==> config.mk <==
export PLATFORM = sky130hd
export DESIGN_NAME = amf_cell
export DESIGN_NICKNAME = d
export VERILOG_FILES = /design/src/rtl/amf_pkg.sv /design/src/rtl/amf_cell.sv
export SDC_FILE = /design/constraint.sdc
export NUM_CORES = 1
export LEC_CHECK = 0
export BUFFER_PORTS_ARGS = -buffer_cell sky130_fd_sc_hd__buf_4
export CORE_AREA = 8 8 222 224
export DETAILED_ROUTE_END_ITERATION = 7
export DIE_AREA = 0 0 230 232
export PLACE_DENSITY = 0.52
export SYNTH_ARGS = -nofsm -noshare
export SYNTH_HDL_FRONTEND = slang
export SYNTH_SLANG_ARGS = --single-unit
==> constraint.sdc <==
create_clock -name clk -period 8.9 [get_ports clk]
set_input_delay 0.89 -clock clk [delete_from_list [all_inputs] [get_ports clk]]
set_output_delay 0.89 -clock clk [all_outputs]
set_load 0.01 [all_outputs]
==> src/rtl/amf_pkg.sv <==
// Shared types and constants of the 5x5 adaptive median filter.
package amf_pkg;

  localparam int WIN          = 5;
  localparam int WIN_AREA     = WIN * WIN;
  localparam int WIN_HALF     = WIN / 2;
  localparam int CENTRE_IDX   = WIN_HALF * WIN + WIN_HALF;
  localparam int LINE_ROWS    = WIN - 1;
  localparam int MED_RANK     = (WIN_AREA - 1) / 2;
  localparam int MIN_DIM      = 5;
  localparam int MAX_HEIGHT   = 256;
  localparam int DEF_MAX_WIDTH = 256;
  localparam int PIX_W        = 8;
  localparam int CFG_W        = 9;
  localparam int CNT_W        = $clog2(WIN_AREA + 1);

  localparam logic [0:0] REG_FRAME_COLS = 1'b0;
  localparam logic [0:0] REG_FRAME_ROWS = 1'b1;

  localparam logic [CFG_W-1:0] RESET_WIDTH  = 9'd160;
  localparam logic [CFG_W-1:0] RESET_HEIGHT = 9'd160;

  typedef struct packed {
    logic [PIX_W-1:0] pixel_in;
    logic             frame_start;
  } in_t;

  typedef struct packed {
    logic [PIX_W-1:0] filtered_pixel;
    logic [7:0]       out_row;
    logic [7:0]       out_col;
    logic             frame_last;
  } out_t;

  // Data handed from one median cell to the next.
  typedef struct packed {
    logic                             valid;
    logic [WIN_AREA-1:0][PIX_W-1:0]   vals;
    logic [WIN_AREA-1:0]              lt;
    logic [WIN_AREA-1:0]              gt;
    logic [CNT_W-1:0]                 nless;
    logic [PIX_W-1:0]                 med;
    logic [PIX_W-1:0]                 centre;
    logic                             keep;
    logic [7:0]                       row;
    logic [7:0]                       col;
    logic                             last;
  } cell_t;

endpackage

==> src/rtl/amf_cell.sv <==
// One median cell: settles one bit of the window median, MSB first.
module amf_cell #(
  parameter int BIT = 7
) (
  input  logic           clk,
  input  logic           rst,
  input  logic           adv,
  input  amf_pkg::cell_t d,
  output amf_pkg::cell_t q
);

  amf_pkg::cell_t               nxt;
  logic [amf_pkg::CNT_W-1:0]    zeros;
  logic [amf_pkg::CNT_W:0]      low_total;
  logic [amf_pkg::WIN_AREA-1:0] open_zero;
  logic [amf_pkg::WIN_AREA-1:0] open_one;

  always_comb begin
    for (int i = 0; i < amf_pkg::WIN_AREA; i++) begin
      open_zero[i] = !d.lt[i] && !d.gt[i] && !d.vals[i][BIT];
      open_one[i]  = !d.lt[i] && !d.gt[i] &&  d.vals[i][BIT];
    end
    zeros = amf_pkg::CNT_W'($countones(open_zero));
    low_total = {1'b0, d.nless} + {1'b0, zeros};
    nxt = d;
    // If enough values sit at or below this bit pattern, the median bit is zero.
    if (low_total > (amf_pkg::CNT_W+1)'(amf_pkg::MED_RANK)) begin
      nxt.med[BIT] = 1'b0;
      nxt.gt       = d.gt | open_one;
    end else begin
      nxt.med[BIT] = 1'b1;
      nxt.lt       = d.lt | open_zero;
      nxt.nless    = low_total[amf_pkg::CNT_W-1:0];
    end
  end

  always_ff @(posedge clk) begin
    if (rst) begin
      q.valid <= 1'b0;
    end else if (adv) begin
      q.valid <= nxt.valid;
    end
    if (adv) begin
      q.vals   <= nxt.vals;
      q.lt     <= nxt.lt;
      q.gt     <= nxt.gt;
      q.nless  <= nxt.nless;
      q.med    <= nxt.med;
      q.centre <= nxt.centre;
      q.keep   <= nxt.keep;
      q.row    <= nxt.row;
      q.col    <= nxt.col;
      q.last   <= nxt.last;
    end
  end

endmodule

# ---- After elaboration in Yosys (flattened, before gate mapping)
# Cells that the tools add are included.
dict set report totals {
  regBits 290
  output_inout_bits 290
  word_cells 217
  in_bits 293
}
dict set report op_classes {
  n_bitwise 2
  mux 4
  addsub 25
  order_cmp 1
  reduce_logical 150
}
# operator n
set ops {}
lappend ops {{1-bit logical AND} 75}
lappend ops {{1-bit logical NOT} 75}
lappend ops {{25-bit two-way mux} 2}
lappend ops {{25-bit bitwise OR} 2}
lappend ops {{1-bit by 1-bit adder with 2-bit output} 12}
lappend ops {{2-bit by 2-bit adder with 3-bit output} 6}
lappend ops {{3-bit by 3-bit adder with 4-bit output} 3}
lappend ops {{5-bit by 5-bit adder with 6-bit output} 1}
lappend ops {{6-bit by 4-bit > comparator with 1-bit output (second input constant)} 1}
lappend ops {{4-bit by 1-bit adder with 5-bit output} 1}
lappend ops {{4-bit by 4-bit adder with 5-bit output} 1}
lappend ops {{5-bit adder} 1}
lappend ops {{5-bit two-way mux} 1}
lappend ops {{1-bit two-way mux} 1}

# ---- Depth between registers and ports, before layout
dict set report logic_depth {
  ltp_word 11
  ltp_mapped 19
  depth_no_buf 18
}

# ---- Worst setup path before layout
# No wires, ideal clock.
dict set report synth_path {
  kind {input port to flip-flop}
  start {input d[49] in the netlist's numbering}
  end {register q[36] in the netlist's numbering (data pin)}
  path_buffers 1
  stages 19
  arrival_ps 6223
  path_slack_ps 2417
  setup_time_ps 260
  cell_sequence {or3_1 fa_1 inv_1 fa_1 inv_1 fa_1 fa_1 fa_1 fa_1 inv_1 ha_1 fa_1 a21o_1 a21oi_1 xnor2_1 a211o_2 buf_6 inv_4 mux2_4}
}
# item line
set synth_rtl {}
lappend synth_rtl {{start, declared} amf_cell.sv:8} ;# input amf_pkg::cell_t d,
lappend synth_rtl {{end, declared} amf_cell.sv:9} ;# output amf_pkg::cell_t q

==> metrics list <==
- The flow ran to the end, and the final reports show no timing, DRC or antenna violations.
- Counting the fill cells in the layout gives around 4500.
- Port buffering added a little under 600 buffers.
- Relative to the synthesized area, the layout overhead comes to 59.5%.
* Detailed-route wire length: ~40 mm
- Routed wire length per instance: 23.1 µm
- The die covers about 53000 µm².
- Crit-path most repeated cell: sky130_fd_sc_hd__fa_1
- Overall global routing resource usage: 0.142
* Worst hold slack after final layout: roughly 0.52 ns
- Clock transition time at the flip-flop clock pins of the worst setup and hold paths: 0.06 ns
* WP data arrival: slightly above 7 ns
- The pre-antenna-repair detailed-routing pass consisted of 4 iterations.
- The worst setup path is launched from a primary input.
- In the final layout, the multi-input gates occupy about 1400 µm².
* Reg with most FFs: q
- The completed layout was analyzed and its total power is 3.91 mW.
- In this run the power density over the cells is 236 nW/µm².
- Synthesized area per cell: roughly 22 µm²
- The hold violation total from the final report was 0.
* Via count of the first global-routing pass: approximately 7400
* Drt initial violations: 423
- Worst r2r src: q[289]$_SDFFE_PP0P_
- The biggest area contributor in the post-synthesis netlist is sky130_fd_sc_hd__edfxtp_1.
* Syn Inst Count: 473
- The worst setup path is of the primary input to register kind.
* Share of the synthesized area in the top cell type: 0.836
- For this run, the register share of the synthesized area comes to 0.838.
- Via count: about 7000
- The synthesized design contains 290 register bits.
- Share of cells above drive strength 1: 0.594
- Maximum resistive drop on vdd: approximately 0.17 mV
- The clock passes through at most 3 buffers.
* Post_cts resized: 0
- Slowest cell delay on critical path: 0.63 ns
* Hold Crit Class: register to register
- The H-tree was split into 2 levels.
- Count of pins on the block boundary: approximately 580
- Across the whole layout, storage elements account for between 8000 and 9000 µm².
- Site row count: slightly below 80
- Clock latency of the later-clocked register in the worst-skew pair: between 0.5 and 0.6 ns
- CTS saw 290 sinks.
- The count of nets left with antenna violations once routing finished came out at 0.
- Pin count of the biggest net entering global routing: 115
- Traced cell by cell, the critical path runs through buf_4 -> or3_1 -> fa_1 -> inv_1 -> fa_1 -> inv_1 -> fa_1 -> fa_1 -> fa_1 -> fa_1 -> inv_1 -> ha_1 -> fa_1 -> a21o_1 -> a21oi_1 -> xnor2_1 -> a211o_2 -> buf_4 -> o31ai_2.
- The initial antenna violation count is 7.
* Final setup TNS: 0 ns
- The wire-length estimate of the detail-placed layout is between 30 and 40 mm.
- Cell Area, Synth: slightly above 10000 µm²
- Post-placement setup slack: roughly 1.5 ns
* First-pass GRT wire length: between 50 and 60 mm
- Final setup viols: 0
- Static timing analysis puts the maximum clock frequency at 0.148 GHz.
- For this configuration, the core starts out at a cell density of 0.226.
- DRC violations left: 0
- Slew Viols, Final: 0
- In this run, distinct cell masters in the synthesized netlist total 28.
- Share of the clock period used by the worst path: 0.761
- The number of hold buffers added after CTS was 0.
- Highest net fanout along the worst path: 30
* Core outline area: about 46000 µm²
* Overall overflow remaining after global route: 0
- Across the run, the number of max-cap violations was 0.
- The largest registers in the layout are q x290.
- Setup slack on the critical path of the routed design comes to 2.13 ns.
* Library cell contributing the largest single delay on the critical path: sky130_fd_sc_hd__a211o_2
- Nets: between 1000 and 1500
- Min Tclk post-route: around 6.8 ns
- By area the synthesized netlist is led by sky130_fd_sc_hd__edfxtp_1 84%, sky130_fd_sc_hd__fa_1 3.9%, sky130_fd_sc_hd__o31ai_2 3.0%.
- Count of buffers added by post-CTS timing repair for setup: 0
- When the netlist entered floorplanning its net count stood at between 700 and 800.
- The die is 230 µm wide.
- In this design, the largest share of critical-path delay is due to adder cells.
- TritonCTS built the clock tree.
* Clk_skew: 0 ns
- Worst Setup SP: d[51]
- Setup repair after global routing missed its margin: false
- Buffer type at the clock tree root: sky130_fd_sc_hd__clkbuf_16
- At the pin with the least slew margin, the transition time is roughly 0.93 ns.
* Y dimension of the die: approximately 230 µm
- Yosys warns: 0
- After detailed routing, the number of vias per cell comes to around 4.0.
- Leak Pwr: around 6.9 nW
* Crit end category: register
- Clock tree synthesis inserted a total of 35 buffers.
* Slew headroom: 0.382
* Gp weighted congestion: between 0.7 and 0.8
- The worst hold path begins at q[289]$_SDFFE_PP0P_.
* Number of flip-flops under the largest register name: between 200 and 300
- Buffers & Inverters on Critical Path: 5
- Required time of the critical path: 9.16 ns
-- synthesized netlist by cell type, drive strengths merged --
| cell | n |
|---|---|
| o21ai | 1 |
| edfxtp | 289 |
| o21a | 1 |
| a2111oi | 1 |
| o31ai | 26 |
| nor2 | 5 |
| dfxtp | 1 |
| a31o | 25 |
| mux2 | 4 |
| a21oi | 1 |
| a211o | 1 |
| inv | 45 |
| nor3 | 5 |
| fa | 20 |
| nand3b | 1 |
| o211a | 1 |
| nor4b | 1 |
| xnor2 | 1 |
| or3 | 20 |
| ha | 13 |
| mux2i | 1 |
| xor2 | 2 |
| a21o | 1 |
| buf | 6 |
| a211oi | 1 |
-- through the flow --
stage / std cells / utilization / instance area (µm²)
finish: 1722 / 0.361 / 16600
global route: 1720 / 0.361 / 16600
CTS: 1719 / 0.361 / 16500
detailed placement: 1659 / 0.337 / 15500
global placement: 1659 / 0.337 / 15500
floorplan: 473 / - / 10400
-- tightest hold or removal path, cell delays in order, from the launching register on --
cell and delay (ns):
sky130_fd_sc_hd__dfxtp_1 0.32, sky130_fd_sc_hd__mux2i_1 0.07, sky130_fd_sc_hd__nor2_1 0.09
-- cell type report --
| cell class | instances | share of cell area |
|---|---|---|
| diodes | 3 | 0.000453 |
| clock buffers | 49 | 0.0580 |
| clock inverters | 11 | 0.00718 |
| inverters | 45 | 0.0104 |
| multi-input cells | 132 | 0.0871 |
| flip-flops and latches | 290 | 0.525 |
| well taps | 607 | 0.0459 |
| repair buffers | 585 | 0.266 |
-- kinds of logic (layout without fill, tap and decap cells) --
kind of cell | Yosys count | count (layout) | synth area share
flip-flops | 290 | 290 | 0.838
AO/OA/AOI/OAI | 59 | 59 | 0.0583
buffers and inverters | 51 | 690 | 0.0230
adder cells (fa/ha/maj) | 33 | 33 | 0.0542
AND/OR/NAND/NOR | 32 | 32 | 0.0178
multiplexers | 5 | 5 | 0.00603
XOR/XNOR | 3 | 3 | 0.00253
other | 0 | 3 | 0
-- placed cells by master (no fill, tap or decap), types with 2 or more instances in the layout --
cell type,count
sky130_fd_sc_hd__buf_4,584
sky130_fd_sc_hd__mux2_1,2
sky130_fd_sc_hd__mux2_4,2
sky130_fd_sc_hd__edfxtp_1,289
sky130_fd_sc_hd__clkbuf_1,12
sky130_fd_sc_hd__a31o_1,25
sky130_fd_sc_hd__nor3_1,5
sky130_fd_sc_hd__nor2_1,5
sky130_fd_sc_hd__ha_1,13
sky130_fd_sc_hd__inv_1,44
sky130_fd_sc_hd__diode_2,3
sky130_fd_sc_hd__bufinv_16,2
sky130_fd_sc_hd__clkinv_1,3
sky130_fd_sc_hd__clkinv_2,3
sky130_fd_sc_hd__xor2_1,2
sky130_fd_sc_hd__or3_1,20
sky130_fd_sc_hd__o31ai_2,25
sky130_fd_sc_hd__clkbuf_16,36
sky130_fd_sc_hd__fa_1,20
-- power breakdown --
| group | total [mW] | internal [mW] | switching, mW |
|---|---|---|---|
| sequential | 1.72 | 1.68 | 0.0399 |
| combinational | 0.842 | 0.382 | 0.459 |
| clock | 1.35 | 0.811 | 0.543 |
-- metal layers --
layer	track usage	routed length (µm)	vias to the layer above
li1	-	-	3091
met1	0.141	13200	3330
met3	0.0768	4660	59
met2	0.256	21100	344
met5	0	77	-
met4	0.0362	746	12
-- path summary, 6_finish.rpt --
kind,to,slack (ns),cells past startpoint
hold / removal,q[289]$_SDFFE_PP0P_,0.52,2
setup reg to reg,q[289]$_SDFFE_PP0P_,8.30,2
hold reg to reg,q[289]$_SDFFE_PP0P_,0.52,2
setup / recovery,q[82]$_DFFE_PP_,2.13,19
Power figures use the tool's default switching activity.
